--- config.mk ---
export PLATFORM = sky130hd
export DESIGN_NAME = selective_reject_receive_window
export DESIGN_NICKNAME = d
export VERILOG_FILES = /design/src/srrw_pkg.sv /design/src/selective_reject_receive_window.sv /design/src/srrw_mod_unit.sv
export SDC_FILE = /design/constraint.sdc
export NUM_CORES = 1
export LEC_CHECK = 0
export BUFFER_PORTS_ARGS = -buffer_cell sky130_fd_sc_hd__buf_2
export CAP_MARGIN = 20
export CORE_ASPECT_RATIO = 0.6
export CORE_MARGIN = 8
export CORE_UTILIZATION = 35
export CTS_CLUSTER_SIZE = 25
export DETAILED_ROUTE_END_ITERATION = 10
export GPL_ROUTABILITY_DRIVEN = 0
export SLEW_MARGIN = 20
export SYNTH_ARGS = -nofsm -noshare
export SYNTH_HDL_FRONTEND = slang
export SYNTH_SLANG_ARGS = --single-unit
--- constraint.sdc ---
create_clock -name clk -period 7 [get_ports clk]
set_input_delay 1.4 -clock clk [delete_from_list [all_inputs] [get_ports clk]]
set_output_delay 1.4 -clock clk [all_outputs]
set_load 0.01 [all_outputs]
--- src/srrw_pkg.sv ---
package srrw_pkg;

  localparam int WIN_MAX      = 16;
  localparam int SLOT_BITS    = $clog2(WIN_MAX);
  localparam int W_BITS       = $clog2(WIN_MAX + 1);
  localparam int SEQ_BITS     = 32;
  localparam int TAG_BITS     = 16;
  localparam int CFG_BITS     = 5;
  localparam int CNT_BITS     = 5;
  localparam int MOD_STEP     = 4;
  localparam int MOD_CYCLES   = SEQ_BITS / MOD_STEP;
  localparam int MOD_CNT_BITS = $clog2(MOD_CYCLES);

  typedef enum logic [1:0] {
    KIND_DELIVER = 2'd0,
    KIND_RR      = 2'd1,
    KIND_SREJ    = 2'd2
  } kind_t;

  typedef enum logic [2:0] {
    ST_IDLE,
    ST_MOD,
    ST_DECIDE,
    ST_MARK,
    ST_DRAIN,
    ST_SREJ
  } state_t;

  typedef struct packed {
    logic                start;
    logic [SEQ_BITS-1:0] dividend;
    logic [W_BITS-1:0]   divisor;
  } mod_req_t;

  typedef struct packed {
    logic                 done;
    logic [SLOT_BITS-1:0] rem;
  } mod_rsp_t;

endpackage

--- src/selective_reject_receive_window.sv ---
// channel  | handshake               | payload
// ---------+-------------------------+--------------------------------------------
// in       | in_valid / in_ready     | seq_num, payload_tag
// out      | out_valid / out_ready   | kind, frame_seq, out_tag, control_number, last
// cfg      | cfg_wr_en               | cfg_wr_data (window slots)
//
// One frame: an accept in idle, the modulo unit (8 four-bit steps, then done), a decide
// step that sends the beat of an in-order or old frame, then a drain step per further beat;
// an ahead frame adds a mark step and a walk over the slots (at most window-1).
// in_ready is high only in idle; a stalled output beat holds the walk in place.
// rst is synchronous and clears control state and the slot valid/reject bits.
module selective_reject_receive_window
  import srrw_pkg::*;
(
  input  logic                clk,
  input  logic                rst,
  input  logic                in_valid,
  output logic                in_ready,
  input  logic [SEQ_BITS-1:0] seq_num,
  input  logic [TAG_BITS-1:0] payload_tag,
  output logic                out_valid,
  input  logic                out_ready,
  output logic [1:0]          kind,
  output logic [SEQ_BITS-1:0] frame_seq,
  output logic [TAG_BITS-1:0] out_tag,
  output logic [SEQ_BITS-1:0] control_number,
  output logic                last,
  input  logic                cfg_wr_en,
  input  logic [CFG_BITS-1:0] cfg_wr_data
);

  state_t               state, state_next;
  logic [CFG_BITS-1:0]  win_cfg;
  logic [SEQ_BITS-1:0]  expected, expected_next;
  logic [SEQ_BITS-1:0]  control, control_next;
  logic [CNT_BITS-1:0]  outstanding, outstanding_next;
  logic [WIN_MAX-1:0]   slot_valid, slot_valid_next;
  logic [WIN_MAX-1:0]   reject, reject_next;
  logic [TAG_BITS-1:0]  slot_tag [WIN_MAX];
  logic                 tag_we;

  logic [SEQ_BITS-1:0]  seq_r, seq_r_next;
  logic [TAG_BITS-1:0]  tag_r, tag_r_next;
  logic [W_BITS-1:0]    w, w_next;
  logic [SLOT_BITS-1:0] cur, cur_next;
  logic [W_BITS-1:0]    offset, offset_next;
  logic [SLOT_BITS-1:0] seq_slot, seq_slot_next;
  logic [WIN_MAX-1:0]   pend, pend_next;
  logic [SEQ_BITS-1:0]  num, num_next;
  logic [W_BITS-1:0]    drains, drains_next;

  mod_req_t             mod_req;
  mod_rsp_t             mod_rsp;

  logic                 emit;
  kind_t                e_kind, out_kind;
  logic [SEQ_BITS-1:0]  e_seq;
  logic [TAG_BITS-1:0]  e_tag;
  logic [SEQ_BITS-1:0]  e_ctl;
  logic                 e_last;
  logic                 can_emit;

  logic [W_BITS-1:0]    eff_w;
  logic [W_BITS-1:0]    cur_p1;
  logic [SLOT_BITS-1:0] cur_inc;
  logic [SEQ_BITS-1:0]  diff;
  logic                 beyond;
  logic [W_BITS:0]      ss_sum;
  logic [SLOT_BITS-1:0] ss_slot;
  logic [W_BITS:0]      d;
  logic [WIN_MAX-1:0]   need_mask;
  logic [WIN_MAX-1:0]   cur_bit;
  logic [WIN_MAX-1:0]   pend_rest;
  logic                 drain_ok;

  srrw_mod_unit u_mod (
    .clk (clk),
    .rst (rst),
    .req (mod_req),
    .rsp (mod_rsp)
  );

  assign can_emit = !out_valid || out_ready;

  always_comb begin
    if (win_cfg == '0) begin
      eff_w = W_BITS'(1);
    end else if (32'(win_cfg) > WIN_MAX) begin
      eff_w = W_BITS'(WIN_MAX);
    end else begin
      eff_w = W_BITS'(win_cfg);
    end
  end

  assign cur_p1    = W_BITS'(cur) + W_BITS'(1);
  assign cur_inc   = (cur_p1 == w) ? '0 : cur_p1[SLOT_BITS-1:0];
  assign diff      = seq_r - expected;
  assign beyond    = (diff[SEQ_BITS-1:W_BITS] != '0) || (diff[W_BITS-1:0] >= w);
  assign ss_sum    = (W_BITS+1)'(cur) + (W_BITS+1)'(diff[W_BITS-1:0]);
  assign ss_slot   = (ss_sum >= (W_BITS+1)'(w)) ? SLOT_BITS'(ss_sum - (W_BITS+1)'(w))
                                                : SLOT_BITS'(ss_sum);
  assign cur_bit   = WIN_MAX'(1) << cur;
  assign pend_rest = pend & ~cur_bit;
  assign drain_ok  = ((W_BITS+1)'(drains) + (W_BITS+1)'(1)) < (W_BITS+1)'(w);

  // slots between expected and the new frame still lacking a frame and a reject
  always_comb begin
    need_mask = '0;
    d         = '0;
    for (int k = 0; k < WIN_MAX; k++) begin
      d = (W_BITS+1)'(k) - (W_BITS+1)'(cur);
      if ((W_BITS+1)'(k) < (W_BITS+1)'(cur)) begin
        d = d + (W_BITS+1)'(w);
      end
      need_mask[k] = ((W_BITS+1)'(k) < (W_BITS+1)'(w)) && (d < (W_BITS+1)'(offset))
                     && !reject[k] && !slot_valid[k];
    end
  end

  always_comb begin
    state_next       = state;
    expected_next    = expected;
    control_next     = control;
    outstanding_next = outstanding;
    slot_valid_next  = slot_valid;
    reject_next      = reject;
    tag_we           = 1'b0;
    seq_r_next       = seq_r;
    tag_r_next       = tag_r;
    w_next           = w;
    cur_next         = cur;
    offset_next      = offset;
    seq_slot_next    = seq_slot;
    pend_next        = pend;
    num_next         = num;
    drains_next      = drains;
    mod_req.start    = 1'b0;
    mod_req.dividend = expected;
    mod_req.divisor  = eff_w;
    in_ready         = 1'b0;
    emit             = 1'b0;
    e_kind           = KIND_DELIVER;
    e_seq            = '0;
    e_tag            = '0;
    e_ctl            = '0;
    e_last           = 1'b0;

    case (state)
      ST_IDLE: begin
        in_ready = 1'b1;
        if (in_valid) begin
          seq_r_next    = seq_num;
          tag_r_next    = payload_tag;
          w_next        = eff_w;
          mod_req.start = 1'b1;
          state_next    = ST_MOD;
        end
      end

      ST_MOD: begin
        if (mod_rsp.done) begin
          cur_next   = mod_rsp.rem;
          state_next = ST_DECIDE;
        end
      end

      ST_DECIDE: begin
        if (seq_r == expected) begin
          if (can_emit) begin
            emit          = 1'b1;
            e_kind        = KIND_DELIVER;
            e_seq         = seq_r;
            e_tag         = tag_r;
            expected_next = expected + 1'b1;
            if (reject[cur]) begin
              reject_next[cur] = 1'b0;
              if (outstanding != '0) begin
                outstanding_next = outstanding - 1'b1;
              end
            end
            cur_next    = cur_inc;
            drains_next = '0;
            state_next  = ST_DRAIN;
          end
        end else if (seq_r < expected) begin
          if (can_emit) begin
            emit         = 1'b1;
            e_kind       = KIND_RR;
            e_seq        = expected;
            e_ctl        = control;
            e_last       = 1'b1;
            control_next = control + 1'b1;
            state_next   = ST_IDLE;
          end
        end else if (beyond) begin
          state_next = ST_IDLE;
        end else begin
          offset_next   = diff[W_BITS-1:0];
          seq_slot_next = ss_slot;
          state_next    = ST_MARK;
        end
      end

      ST_MARK: begin
        if (slot_valid[seq_slot]) begin
          state_next = ST_IDLE;
        end else begin
          slot_valid_next[seq_slot] = 1'b1;
          tag_we                    = 1'b1;
          pend_next                 = need_mask;
          num_next                  = expected;
          state_next                = ST_SREJ;
        end
      end

      ST_SREJ: begin
        if (pend == '0) begin
          state_next = ST_IDLE;
        end else if (pend[cur]) begin
          if (can_emit) begin
            emit             = 1'b1;
            e_kind           = KIND_SREJ;
            e_seq            = num;
            e_ctl            = control;
            e_last           = (pend_rest == '0);
            control_next     = control + 1'b1;
            reject_next[cur] = 1'b1;
            if (outstanding != '1) begin
              outstanding_next = outstanding + 1'b1;
            end
            pend_next = pend_rest;
            num_next  = num + 1'b1;
            cur_next  = cur_inc;
            if (pend_rest == '0) begin
              state_next = ST_IDLE;
            end
          end
        end else begin
          num_next = num + 1'b1;
          cur_next = cur_inc;
        end
      end

      ST_DRAIN: begin
        if (drain_ok && slot_valid[cur]) begin
          if (can_emit) begin
            emit                 = 1'b1;
            e_kind               = KIND_DELIVER;
            e_seq                = expected;
            e_tag                = slot_tag[cur];
            slot_valid_next[cur] = 1'b0;
            if (reject[cur]) begin
              reject_next[cur] = 1'b0;
              if (outstanding != '0) begin
                outstanding_next = outstanding - 1'b1;
              end
            end
            expected_next = expected + 1'b1;
            cur_next      = cur_inc;
            drains_next   = drains + 1'b1;
          end
        end else if (can_emit) begin
          emit         = 1'b1;
          e_kind       = KIND_RR;
          e_seq        = expected;
          e_ctl        = control;
          e_last       = 1'b1;
          control_next = control + 1'b1;
          state_next   = ST_IDLE;
        end
      end

      default: begin
        state_next = ST_IDLE;
      end
    endcase
  end

  always_ff @(posedge clk) begin
    if (rst) begin
      state       <= ST_IDLE;
      win_cfg     <= CFG_BITS'(16);
      expected    <= SEQ_BITS'(1);
      control     <= SEQ_BITS'(1);
      outstanding <= '0;
      slot_valid  <= '0;
      reject      <= '0;
      out_valid   <= 1'b0;
    end else begin
      state       <= state_next;
      expected    <= expected_next;
      control     <= control_next;
      outstanding <= outstanding_next;
      slot_valid  <= slot_valid_next;
      reject      <= reject_next;
      if (cfg_wr_en) begin
        win_cfg <= cfg_wr_data;
      end
      if (emit) begin
        out_valid <= 1'b1;
      end else if (out_ready) begin
        out_valid <= 1'b0;
      end
    end
  end

  always_ff @(posedge clk) begin
    seq_r    <= seq_r_next;
    tag_r    <= tag_r_next;
    w        <= w_next;
    cur      <= cur_next;
    offset   <= offset_next;
    seq_slot <= seq_slot_next;
    pend     <= pend_next;
    num      <= num_next;
    drains   <= drains_next;
    if (tag_we) begin
      slot_tag[seq_slot] <= tag_r;
    end
    if (emit) begin
      out_kind       <= e_kind;
      frame_seq      <= e_seq;
      out_tag        <= e_tag;
      control_number <= e_ctl;
      last           <= e_last;
    end
  end

  assign kind = out_kind;

endmodule

--- src/srrw_mod_unit.sv ---
module srrw_mod_unit
  import srrw_pkg::*;
(
  input  logic     clk,
  input  logic     rst,
  input  mod_req_t req,
  output mod_rsp_t rsp
);

  logic [SEQ_BITS-1:0]     dividend;
  logic [W_BITS-1:0]       divisor;
  logic [W_BITS-1:0]       rem;
  logic [W_BITS-1:0]       rem_next;
  logic [W_BITS:0]         r;
  logic [MOD_CNT_BITS-1:0] cnt;
  logic                    busy;
  logic                    done;

  // MOD_STEP restoring steps per cycle, one dividend bit each
  always_comb begin
    r = {1'b0, rem};
    for (int i = 0; i < MOD_STEP; i++) begin
      r = {r[W_BITS-1:0], dividend[SEQ_BITS-1-i]};
      if (r >= {1'b0, divisor}) begin
        r = r - {1'b0, divisor};
      end
    end
    rem_next = r[W_BITS-1:0];
  end

  always_ff @(posedge clk) begin
    if (rst) begin
      busy <= 1'b0;
      done <= 1'b0;
      cnt  <= '0;
    end else begin
      done <= 1'b0;
      if (req.start) begin
        busy <= 1'b1;
        cnt  <= '0;
      end else if (busy) begin
        cnt <= cnt + 1'b1;
        if (cnt == MOD_CNT_BITS'(MOD_CYCLES - 1)) begin
          busy <= 1'b0;
          done <= 1'b1;
        end
      end
    end
  end

  always_ff @(posedge clk) begin
    if (req.start) begin
      dividend <= req.dividend;
      divisor  <= req.divisor;
      rem      <= '0;
    end else if (busy) begin
      dividend <= dividend << MOD_STEP;
      rem      <= rem_next;
    end
  end

  assign rsp.done = done;
  assign rsp.rem  = rem[SLOT_BITS-1:0];

endmodule
==> results of run 1 <==
per-stage QoR:
step                cells   TNS, ns  worst slack, ns  utilization (%)
finish               4310         0            0.317             40.0
global route         4310  -0.00160         -0.00160             40.0
CTS                  4307         0           0.0411             39.9
detailed placement   4199         0           0.0632             37.8
global placement     4198         0            0.225             37.8
floorplan            2884         0           0.0301                -
synth_stat cells (11+ instances only):
cell / count / area share (%)
edfxtp_1: 490 / 44
nand2_1: 242 / 2.7
ha_1: 209 / 7.8
o21ai_0: 206 / 3.1
nor2_1: 185 / 2.1
a21oi_1: 170 / 2.5
inv_1: 146 / 1.6
dfxtp_1: 119 / 7.1
clkbuf_1: 108 / 1.2
xnor2_1: 103 / 2.7
mux4_2: 99 / 6.7
nand3_1: 75 / 1.1
xor2_1: 74 / 1.9
and2_1: 53 / 0.99
a21o_1: 48 / 1.1
nand4_1: 45 / 0.84
nor3_1: 42 / 0.63
nor2b_1: 38 / 0.71
a222oi_1: 33 / 0.99
mux2i_1: 33 / 0.99
or3_1: 27 / 0.51
nor4_1: 24 / 0.45
and3_1: 21 / 0.39
o21a_1: 21 / 0.47
a22o_1: 18 / 0.47
nand2b_1: 18 / 0.34
mux2_2: 15 / 0.51
buf_1: 13 / 0.15
o221a_2: 12 / 0.40
fa_1: 11 / 0.66
cell type report:
class,instances,area [sq um],share of cell area (%)
Multi-Input combinational cell,1987,15300,40.4
Timing Repair Buffer,212,1250,3.30
Sequential cell,609,17100,45.3
Clock buffer,70,1490,3.94
Inverter,148,561,1.49
Tap cell,1246,1560,4.13
Clock inverter,38,522,1.38
how the worst max path moves through the flow:
| stage | to | start | slack [ns] |
|---|---|---|---|
| final | u_mod.rem[0] | u_mod.dividend[31] | 0.32 |
| after global placement | u_mod.rem[0] | u_mod.dividend[31] | 0.22 |
| after CTS | u_mod.rem[0] | u_mod.dividend[31] | 0.04 |
| after global routing | u_mod.rem[0] | u_mod.dividend[31] | -0.002 |
| after floorplan | u_mod.rem[0] | w[1] | 0.03 |
| after detailed placement | u_mod.rem[0] | u_mod.dividend[31] | 0.06 |
report_power, final:
part           switching [mW]  total [mW]  internal [mW]
Clock                    1.49        3.39           1.90
Sequential              0.184        4.34           4.15
Combinational            2.08        3.69           1.60
logic make-up after synthesis:
family	after synthesis
AOI/OAI and AO/OA	613
xor gates and xnor gates	177
adders and majority gates	220
buffers and inverters	288
DFF	609
muxes	147
and+or+nand+nor	830
flip-flops by register name, summed over array words and instances (netlist names), 32 cells and up, named ones only:
register,cells
num,32
control,32
control_number,32
seq_r,32
u_mod.dividend,32
expected,32
slot_tag,256
frame_seq,32
metal layers:
layer / vias up / share of wire [%] / track usage [%] / wire length (um)
met5: - / 0.046 / 0 / 45
met4: 2 / 1.8 / 3.24 / 1750
met3: 129 / 10 / 4.41 / 9900
met2: 1078 / 40 / 24.5 / 38900
met1: 11800 / 49 / 27.9 / 47700
li1: 11000 / - / - / -
what timing repair did:
item	in CTS	in global routing
hold buffers	0	0
resized for setup	0	13
setup buffers	0	3
endpoints found under the setup margin	0	5
critical path: cells and delay by family (launching register included):
family | cells | cell delay (ns)
flip-flops | 1 | 0.40
adder cells (fa/ha/maj) | 5 | 1.72
AO/OA/AOI/OAI | 11 | 2.07
buffers and inverters | 2 | 0.13
multiplexers | 4 | 1.21
AND/OR/NAND/NOR | 7 | 1.08
==> reports/qor.csv, run 1 <==
stage,metric,value,unit
run_status,status,finished clean,
synthesis,synth_area,33400,sq um
global_routing,grt_overflow,0,
clocking,cts_htree_levels,2,
timing,relSlewSlack,18.8,%
detailed_routing,first_iter_violations,3085,
timing,finalSetupViolCount,0,
die,core,94300,sq um
synthesis,synth_xor_area_share,4.64,%
layout,final_common_cell,edfxtp_1,
hold_path,hold_start,control[31],
worst_setup_path,slowest_stage,fa_1,
detailed_routing,ant_nets,0,
detailed_routing,drt-total-wl,98300,um
synthesis,synth_seq_cells,609,
placed_design,port_buffers,142,
clocking,clk_path_buf_depth,3,
worst_setup_path,reg2reg_slack,0.32,ns
timing,finalHoldViolCount,0,
timing,layout_min_cycle_time,6.68,ns
global_routing,antenna_found_initial,2,
placed_design,hpwlAfterDp,69200,um
detailed_routing,vias,24000,
worst_setup_path,critPathLaunchType,flop,
timing,worstMarginPinSlew,1.21,ns
pwr,total_power,11.4,mW
die,die-height,255,um
detailed_routing,dr.pass1.iters,7,
layout,layout-drive-gt1-share,16.0,%
synthesis,synthesis.nets,3162,
global_routing,grt_pass1_wl,147000,um
layout,area_growth_syn_to_layout,13.0,%
timing,fin_crit_sh,95.5,%
layout,final_area,37700,sq um
synthesis,synth-adder-area-share,8.49,%
worst_setup_path,r2r-end,u_mod.rem[0],
synthesis,synth_top_family_by_area,simple AND/OR/NAND/NOR gates,
layout,final_cell_mix,"edfxtp_1 (490), nand2_1 (240), ha_1 (208), o21ai_0 (204), nor2_1 (169)",
layout,nFillCells,8954,
pwr,p_leak,14.1,nW
worst_setup_path,endpoint_kind,flop,
die,ios,143,
synthesis,synthFlopType,edfxtp_1,
global_routing,grt_pass1_vias,22700,
hold_path,whs_endpoint,control[31],
die,dieWidth,415,um
detailed_routing,drcViolationCount,0,
worst_setup_path,worstPathRequired,7.56,ns
flow_run,drv_cap,0,
pwr,p_per_area,303,nW/um^2
die,die_area,106000,sq um
pwr,vdd_drop_max,0.000471,V
hold_path,holdCritPathClass,flop to flop,
clocking,numCtsBuffers,57,
synthesis,yosysUniqueCellTypes,94,
synthesis,synth-simple-area-share,12.3,%
worst_setup_path,reg2reg_depth,29,
timing,maxSlewViolCount,0,
clocking,cts_tree,done,
synthesis,async_flop_share,0,%
die,start_util,35.4,%
synthesis,seq_area_frac_synth,51.2,%
placed_design,postPlaceCellArea,35700,sq um
worst_setup_path,reg2reg_from,u_mod.dividend[31],
detailed_routing,wl_per_cell,22.8,um
worst_setup_path,cp_data_arrival_time,7.25,ns
clocking,clk_latency,0.68,ns
worst_setup_path,critPathKind,flop to flop,
worst_setup_path,max_stage_delay,0.44,ns
hold_path,hold_depth,2,
synthesis,synthCells,2884,
global_routing,grt_usage,17.8,%
layout,diodes,0,
layout,final_net_count,3293,
global_routing,grt_max_degree,81,
worst_setup_path,cp_max_fo,7,
die,core.rowCount,87,
clocking,clk_pin_slew,0.08,ns
clocking,clock_sinks,609,
synthesis,avgSynthCellArea,11.6,sq um
timing,fmax,0.150,GHz
timing,finClkSkew,0.0547,ns
synthesis,yosys_warnings,0,
synthesis,synth_edf_count,490,
clocking,clockRootBuffer,clkbuf_16,
timing,timing.hold.ws,0.508,ns
detailed_routing,viasPerCell,5.58,
synthesis,synthMuxAreaShare,8.17,%
synthesis,synth_compound_area_share,11.6,%
No activity file was read; power rests on OpenSTA's default activity.
==> run 2, diff against run 1 <==
--- a/config.mk
+++ b/config.mk
@@ -5,6 +5,7 @@
 export SDC_FILE = /design/constraint.sdc
 export NUM_CORES = 1
 export LEC_CHECK = 0
+export ABC_AREA = 1
 export BUFFER_PORTS_ARGS = -buffer_cell sky130_fd_sc_hd__buf_2
 export CAP_MARGIN = 20
 export CORE_ASPECT_RATIO = 0.6
==> run 2 against run 1 <==
- global-route usage up 1.5 points
- first-iteration DRC count grew 12%
- cell count up 29%
- maximum frequency rose by 4.1%
- sequential power up 6.5%
- final area grew 6.2%
- register-to-register slack better by 0.26 ns
- worst setup slack improved by 0.26 ns
- combinational power is 110% higher
- largest power group is now combinational cells
- highest routed layer unchanged
==> reports/qor.csv, run 2 <==
stage,metric,value,unit
run_status,status,finished clean,
timing,finalSetupViolCount,0,
placed_design,hpwlAfterDp,81500,um
clocking,clk_pin_slew,0.07,ns
timing,timing.hold.ws,0.468,ns
die,die-height,263,um
detailed_routing,dr.pass1.iters,6,
pwr,sw_frac_of_total,43.2,%
detailed_routing,drcViolationCount,0,
clocking,cts_tree,done,
synthesis,synth_area,35700,sq um
synthesis,async_flop_share,0,%
die,core,101000,sq um
synthesis,synthFlopType,edfxtp_1,
layout,nFillCells,9945,
layout,largest_register_ffs,256,
pwr,seqPwrFrac,29.2,%
layout,multi_input_area,16100,sq um
clocking,cts_htree_levels,2,
timing,layout_min_cycle_time,6.42,ns
global_routing,grt_usage,19.3,%
global_routing,grt_pass1_wl,172000,um
die,dieWidth,428,um
clocking,clk_path_buf_depth,3,
die,start_util,35.4,%
synthesis,synthCells,4083,
layout,fin_util,39.8,%
die,core.rowCount,90,
timing,worstMarginPinSlew,1.08,ns
timing,finClkSkew,0.0230,ns
synthesis,synthTopCellsByCount,"nand2_1 (816), inv_1 (519), edfxtp_1 (490), o21ai_0 (361), nor2_1 (321)",
layout,regMostFlops,slot_tag,
synthesis,synth_seq_cells,609,
pwr,vdd_drop_max,0.000380,V
layout,final_cell_mix,"nand2_1 (814), inv_1 (516), edfxtp_1 (490), o21ai_0 (361), nor2_1 (311)",
synthesis,synth_area_leaders,"edfxtp_1 (41%), nand2_1 (8.6%), ha_1 (7.3%), dfxtp_1 (6.7%), inv_1 (5.5%)",
layout,area_growth_syn_to_layout,12.2,%
detailed_routing,vias,29900,
layout,layout-drive-gt1-share,9.02,%
timing,worst_slack,0.581,ns
layout,final_net_count,4475,
pwr,pwr-share-comb,49.2,%
hold_path,holdCritPathClass,flop to flop,
global_routing,antenna_found_initial,1,
synthesis,synthesis.nets,4361,
timing,tns,0,ns
pwr,intPower,9.00,mW
layout,diodes,0,
worst_setup_path,worstPathRequired,7.49,ns
detailed_routing,wl_per_cell,20.5,um
timing,grt_setup_unrepaired,false,
worst_setup_path,cp_max_fo,11,
worst_setup_path,cp_data_arrival_time,6.91,ns
clocking,numCtsBuffers,58,
worst_setup_path,critPathKind,flop to flop,
pwr,p_per_area,395,nW/um^2
worst_setup_path,cp_common_cell,nand2_1,
timing,fin_crit_sh,91.7,%
placed_design,port_buffers,142,
clocking,hold_buffers,0,
clocking,clockRootBuffer,clkbuf_16,
die,ios,143,
detailed_routing,drt-total-wl,114000,um
pwr,power.share.clock,21.7,%
pwr,p_leak,15.8,nW
synthesis,synth_largest_area_cell,edfxtp_1,
pwr,switching_power,6.84,mW
synthesis,yosysUniqueCellTypes,66,
synthesis,synth.top_cell.area_share,41.2,%
worst_setup_path,critPathLaunchType,flop,
clocking,clk_latency,0.65,ns
detailed_routing,first_iter_violations,3467,
clocking,clock_sinks,609,
synthesis,yosys_warnings,0,
synthesis,seq_area_frac_synth,47.9,%
timing,maxSlewViolCount,0,
global_routing,grt_max_degree,199,
worst_setup_path,slowest_stage,fa_1,
clocking,post-cts-setup-buffers,0,
placed_design,postPlaceCellArea,38000,sq um
timing,fmax,0.156,GHz
layout,final_common_cell,nand2_1,
flow_run,drv_cap,0,
synthesis,avgSynthCellArea,8.75,sq um
worst_setup_path,max_stage_delay,0.46,ns
layout,seqCellArea,17100,sq um
global_routing,grt_overflow,0,
global_routing,grt_pass1_vias,27600,
synthesis,synth_edf_count,490,
die,die_area,113000,sq um
worst_setup_path,endpoint_kind,flop,
layout,final_area,40100,sq um
synthesis,yosysMostFrequentCell,nand2_1,
timing,relSlewSlack,27.7,%
detailed_routing,ant_nets,0,
detailed_routing,viasPerCell,5.36,
placed_design,place_ws,0.671,ns
clocking,postCtsResizedCells,0,
timing,finalHoldViolCount,0,
-- run 2: cell types whose count changed in the layout (fill, tap and decap cells not counted), moves of 33 or more --
cell / delta
nor2b_1: -38
a21o_1: -40
inv_1: +372
nor3_1: +58
a222oi_1: -33
and2_1: -46
o21ai_0: +157
a21oi_1: +128
mux4_2: -99
o211ai_1: +60
xnor2_1: -79
nand3_1: +70
nor2_1: +142
nand2_1: +574
-- run 2: path summary, 6_finish.rpt --
check,startpoint,end,slack [ns],cells past startpoint
worst min-delay path,u_mod.rem[4],u_mod.rem[4],0.47,2
worst min register to register,u_mod.rem[4],u_mod.rem[4],0.47,2
worst max register to register,w[0],u_mod.rem[3],0.58,33
worst max-delay path,w[0],u_mod.rem[3],0.58,33
-- run 2: kinds of logic (layout without fill, tap and decap cells) --
group | count (synthesis) | after routing | synth area share [%]
AND/OR/NAND/NOR | 1514 | 1514 | 18.0
AO/OA/AOI/OAI | 903 | 903 | 14.6
buffers and inverters | 678 | 841 | 7.41
flip-flops | 609 | 609 | 47.9
adder cells (fa/ha/maj) | 220 | 220 | 7.94
XOR/XNOR | 101 | 101 | 2.48
multiplexers | 58 | 58 | 1.63
-- run 2: per-stage QoR --
stage,power [mW],cells
finish,15.8,5580
global route,17.0,5580
CTS,15.8,5580
detailed placement,12.3,5471
global placement,12.1,5471
floorplan,10.3,4083
-- run 2: area by class of cell --
type | instances | area share (%)
tap | 1334 | 4.16
clock buffer | 78 | 3.99
inverter | 536 | 5.03
multi-input combinational | 2796 | 40.2
timing repair buffer | 196 | 2.82
clock inverter | 31 | 1.11
sequential | 609 | 42.7
-- run 2: critical path: cells and delay by family, from the launching register on --
kind,cells,cell delay [ns]
and+or+nand+nor,14,1.56
DFF,1,0.33
AOI/OAI and AO/OA,8,1.76
adders and majority gates,5,1.93
buffers and inverters,6,0.73
-- run 2: power by group through the flow --
stage / Combinational (mW) / Clock, mW / Sequential [mW]
2_1_floorplan: 5.66 / 0 / 4.59
3_3_place_gp: 7.45 / 0 / 4.69
3_5_place_dp: 7.61 / 0 / 4.69
4_1_cts: 7.65 / 3.50 / 4.62
5_1_grt: 8.75 / 3.64 / 4.65
6_report: 7.79 / 3.44 / 4.62
-- run 2: routing by layer --
layer	vias up	wire [um]	track usage [%]
met5	-	34	0.431
met4	2	2250	4.13
met3	116	12200	5.12
met2	1338	45400	26.8
met1	14200	54300	29.4
li1	14300	-	-
